==> src/sv/cbm_pkg.sv <==
`default_nettype none
package cbm_pkg;

	localparam int ROM_ADDR_W = 21;
	localparam int ROM_OFFSET_W = 14;
	localparam int RAM_OFFSET_W = 13;

	localparam logic [1:0] CFG_ROM_BANK_COUNT = 2'd0;
	localparam logic [1:0] CFG_RAM_BANK_COUNT = 2'd1;

	localparam logic [1:0] CTL_RAM_ENABLE = 2'b00;
	localparam logic [1:0] CTL_ROM_BANK_LOW = 2'b01;
	localparam logic [1:0] CTL_UPPER_BITS = 2'b10;
	localparam logic [1:0] CTL_BANK_MODE = 2'b11;

	localparam logic [2:0] RAM_WINDOW = 3'b101;
	localparam logic [3:0] RAM_ENABLE_KEY = 4'hA;
	localparam logic [7:0] ROM_COUNT_RESET = 8'd2;
	localparam logic [7:0] LOW_BANK_LIMIT = 8'd31;
	localparam logic [7:0] OPEN_BUS = 8'hFF;

	typedef struct packed {
		logic start;
		logic step;
		logic commit;
		logic load_out;
	} cbm_cmd_t;

endpackage
`default_nettype wire

==> src/sv/cbm_ctrl.sv <==
`default_nettype none
module cbm_ctrl (
	input  wire logic  clk,
	input  wire logic  arst_n,
	input  wire logic  in_valid,
	output logic       in_ready,
	output logic       out_valid,
	input  wire logic  out_ready,
	output cbm_pkg::cbm_cmd_t cmd
);
	import cbm_pkg::*;

	typedef enum logic [3:0] {
		S_IDLE  = 4'b0001,
		S_ITER1 = 4'b0010,
		S_ITER2 = 4'b0100,
		S_FIN   = 4'b1000
	} state_t;

	state_t state_q;
	state_t state_nx;
	logic   out_valid_q;
	logic   out_free;

	assign out_free = !out_valid_q || out_ready;
	assign in_ready = (state_q == S_IDLE) || ((state_q == S_FIN) && out_free);
	assign out_valid = out_valid_q;

	always_comb begin
		cmd.start = in_valid && in_ready;
		cmd.step = (state_q == S_ITER1) || (state_q == S_ITER2);
		cmd.commit = (state_q == S_ITER1);
		cmd.load_out = (state_q == S_FIN) && out_free;
		state_nx = state_q;
		unique case (state_q)
			S_IDLE: begin
				if (in_valid) state_nx = S_ITER1;
			end
			S_ITER1: begin
				state_nx = S_ITER2;
			end
			S_ITER2: begin
				state_nx = S_FIN;
			end
			S_FIN: begin
				if (out_free) state_nx = in_valid ? S_ITER1 : S_IDLE;
			end
			default: begin
				state_nx = S_IDLE;
			end
		endcase
	end

	always_ff @(posedge clk or negedge arst_n) begin
		if (!arst_n) begin
			state_q <= S_IDLE;
			out_valid_q <= 1'b0;
		end else begin
			state_q <= state_nx;
			if (cmd.load_out) begin
				out_valid_q <= 1'b1;
			end else if (out_ready) begin
				out_valid_q <= 1'b0;
			end
		end
	end

`ifndef SYNTH
	a_no_overwrite: assert property (@(posedge clk) disable iff (!arst_n)
		cmd.load_out |-> (!out_valid_q || out_ready))
		else $error("result register overwritten while held");

	a_start_iter: assert property (@(posedge clk) disable iff (!arst_n)
		cmd.start |=> (state_q == S_ITER1))
		else $error("accepted item did not enter the first iteration");

	a_ready_state: assert property (@(posedge clk) disable iff (!arst_n)
		in_ready |-> ((state_q == S_IDLE) || (state_q == S_FIN)))
		else $error("input ready while an item is in progress");

	a_load_valid: assert property (@(posedge clk) disable iff (!arst_n)
		cmd.load_out |=> out_valid_q)
		else $error("loaded result not presented");
`endif

endmodule
`default_nettype wire

==> config.mk <==
export PLATFORM = sky130hd
export DESIGN_NAME = cbm_ctrl
export DESIGN_NICKNAME = d
export VERILOG_FILES = /design/src/sv/cbm_pkg.sv /design/src/sv/cbm_ctrl.sv
export SDC_FILE = /design/constraint.sdc
export NUM_CORES = 1
export LEC_CHECK = 0
export BUFFER_PORTS_ARGS = -buffer_cell sky130_fd_sc_hd__buf_2
export CORE_AREA = 2 2 39 41
export CTS_CLUSTER_DIAMETER = 150
export DETAILED_ROUTE_END_ITERATION = 6
export DIE_AREA = 0 0 41 43
export SLEW_MARGIN = 5
export SYNTH_ARGS = -nofsm -noshare
export SYNTH_HDL_FRONTEND = slang
export SYNTH_SLANG_ARGS = --single-unit
==> constraint.sdc <==
create_clock -name clk -period 3.9 [get_ports clk]
set_clock_uncertainty 0.2 [all_clocks]
set_input_delay 0.78 -clock clk [delete_from_list [all_inputs] [get_ports clk]]
set_output_delay 0.78 -clock clk [all_outputs]
set_load 0.05 [all_outputs]
Word-level counts from Yosys, hierarchy flattened --
Index checks and enable logic that the tools add are counted.
Storage, ports and cells: flip-flop bits (word level) 5, bits of input ports 4, output and inout port bits 6, logic and storage cells 22
Cells by class: reductions and logical operators 8, mux-type cells 6, eq/ne operators 6
Operators by type and width (number):
- $pmux W4 S4 | 1
- $mux W4 | 2
- $eq A4 B1 Y1 const B | 1
- $eq A4 B2 Y1 const B | 1
- $eq A4 B3 Y1 const B | 1
- $eq A4 B4 Y1 const B | 1
- $ne A2 B2 Y1 const B | 2
- $logic_or A1 B1 Y1 | 3
- $logic_and A1 B1 Y1 | 2
- $mux W1 | 2
- $mux W2 | 1
- $reduce_and A2 Y1 | 1
- $reduce_bool A2 Y1 | 1
- $logic_not A1 Y1 | 1

Longest topological paths before layout --
depth in word-level cells 5, gate-level depth with buffers 4, mapped depth without buffers 3

Least setup slack after synthesis --
OpenSTA, ideal clock, no wires.
path kind input-to-output, from in out_ready, to out cmd[3] in the netlist's numbering, data arrival time 2479 ps, path buffers 0, path slack 441 ps, data required time 2920 ps, stages on the path 3, cell sequence nand2b_1 -> a21oi_1 -> nor4_1
RTL lines:
- start, declared | line cbm_ctrl.sv:8 | input wire logic out_ready,
- end, declared | line cbm_ctrl.sv:9 | output cbm_pkg::cbm_cmd_t cmd

==> out/results.txt <==
mean area per synthesized cell = 9.38 µm²
commonest non-fill, non-tap cells in the layout = 9 x buf_2, 5 x nor2b_1, 4 x dfrtp_1
cell count after placement = 54
I/O Buffers = 9
Max-cap violations = 0
YS warnings = 0
total power per unit cell area = 755 nW/µm²
CP max FO = 3
Setup WS pre-CTS = 1.28 ns
Peak supply drop = 0.000406 V
Area growth syn-to-layout = 22.5%
r2r endpoint = state_q[0]$_DFFE_PN1P_
Routed Wire Length = 619 µm
CP startpoint kind = input port
fill count = 161
Top Ports = 10
pin slew with the least headroom to its limit = 0.357 ns
fin nets = 47
Unique masters post-synth = 17
Remaining DRCs = 0
die width = 41 µm
Wirelength per Cell = 10.7 µm
arrival time at the worst endpoint = 1.65 ns
hold crit path type = in2async
remaining antenna violation count = 0
# setup viols final = 0
Initial Util = 21.7%
Via-to-Cell Ratio = 4.45
combinational power share = 45.0%
internal power = 142 µW
pin count of the biggest net entering global routing = 10
core area = 1380 µm²
Setup WS post-layout = 1.27 ns
Setup TNS Final = 0 ns
Lkg Pwr = 0.000187 µW
Multi-input gate area = 146 µm²
Sw Share = 48.9%
die area = 1760 µm²
Setup Buffers After CTS = 0
CP Capture Type = output pin
vias post-DR = 258
worst r2r src = state_q[2]$_DFFE_PN0P_
R2R depth = 3
crit path time final = 2.63 ns
Mapped Nets = 36
P_sw = 136 µW
Reg power frac = 33.7%
Iter 0 DRT Violations = 8
post_cts resized = 0
Detailed Place HPWL = 468 µm
hold_buf cts = 0
Fin. Hold Viols = 0
CP required = 2.92 ns
Die Y = 43 µm
fin crit share = 67.4%
total track usage = 9.26%
n_diodes = 0
DRT Pass-1 Iters = 3
CP Class = in2out
root buf cell = clkbuf_4
clk sink count = 5
Final Non-Filler Cells = 58
RSZ-0062 raised after global routing = false
Register-to-Register Setup Slack = 2.41 ns
clock slew at reported path FFs = 0.04 ns
number of synthesized register bits = 5
relative slew slack = 75.9%
Synth Instances = 32
Num CTS Buffers = 3
first-pass GRT wire length = 1050 µm
Fmax = 381 MHz
worst setup path startpoint = out_ready
row cnt = 14
GRT Residual Overflow = 0
Tot Pwr = 278 µW
clk_lat worst skew = 0.24 ns
vias in the first global route = 246
initial antenna violation count = 0
share of layout cells above drive strength 1 = 35.7%
share of the yosys chip area belonging to registers = 42.1%
clock buffer depth = 2
most common cell after layout, fill and taps aside = buf_2
synthesized cell area = 300 µm²
status = finished clean
Final Slew Violations = 0
Register Area = 126 µm²
CTS tree = yes
H-Tree Level Count = 1
Placer Congestion = 0.697
Clk network pwr share = 21.3%
cell type report:
class	count	share of cell area, %
sequential	5	34.4
tap	16	5.44
inverter	1	1.02
clock buffer	4	7.14
multi-input combinational	23	39.8
timing repair buffer	9	12.2
per-layer routing:
| metal | wire length, µm | part of all wire (%) | GRT usage, % | vias up |
|---|---|---|---|---|
| met5 | 0 | 0 | 0 | - |
| met4 | 0 | 0 | 6.00 | 0 |
| met3 | 59 | 9.5 | 4.71 | 0 |
| met2 | 280 | 45 | 11.3 | 12 |
| met1 | 279 | 45 | 12.3 | 115 |
| li1 | - | - | - | 131 |
kinds of logic after synthesis:
group | Yosys count | synth area share, %
AOI/OAI and AO/OA | 4 | 8.75
buffers and inverters | 4 | 9.16
DFF | 5 | 42.1
and+or+nand+nor | 19 | 40.0
power groups by stage:
stage          Combinational, µW  Sequential, µW  Clock [µW]
2_1_floorplan                121            79.8           0
3_3_place_gp                 126            93.0           0
3_5_place_dp                 126            94.0           0
4_1_cts                      127            93.2        60.9
5_1_grt                      133            97.2        66.7
6_report                     125            93.5        59.2
cell usage after synthesis:
cell | n | area, µm²
buf_6 | 1 | 11.3
dfstp_2 | 1 | 26.3
nor2b_1 | 5 | 31.3
nor4b_1 | 2 | 17.5
nor4_1 | 3 | 18.8
nor3_1 | 3 | 15.0
a21oi_2 | 1 | 8.76
a21oi_1 | 2 | 10.0
nand2b_1 | 2 | 12.5
or4b_4 | 1 | 13.8
dfrtp_1 | 4 | 100
nand2_1 | 1 | 3.75
inv_1 | 1 | 3.75
nor2_1 | 2 | 7.51
buf_4 | 1 | 7.51
a21o_1 | 1 | 7.51
buf_2 | 1 | 5.00
critical path, cell delays in order:
cell      delay, ns
buf_2          0.10
nand2b_1       0.18
a21oi_1        0.29
nor4_1         0.08
buf_2          0.22
sequential cells by signal, indices dropped and copies added, names as in the netlist:
name,cells
state_q,4
out_valid,1
through the flow:
stage	area, µm²	hold slack [ns]	util, %
floorplan	300	0.284	-
global placement	342	0.350	24.7
detailed placement	342	0.358	24.7
CTS	368	0.140	26.6
global route	368	0.136	26.6
finish	368	0.141	26.6
how the worst max path moves through the flow:
stage | cells after the start | slack [ns] | to
2_1_floorplan | 3 | 0.44 | cmd[3]
3_3_place_gp | 5 | 1.30 | cmd[3]
3_5_place_dp | 5 | 1.28 | cmd[3]
4_1_cts | 5 | 1.27 | cmd[3]
5_1_grt | 5 | 1.17 | cmd[3]
6_report | 5 | 1.27 | cmd[3]
No activity file was read; power rests on OpenSTA's default activity.
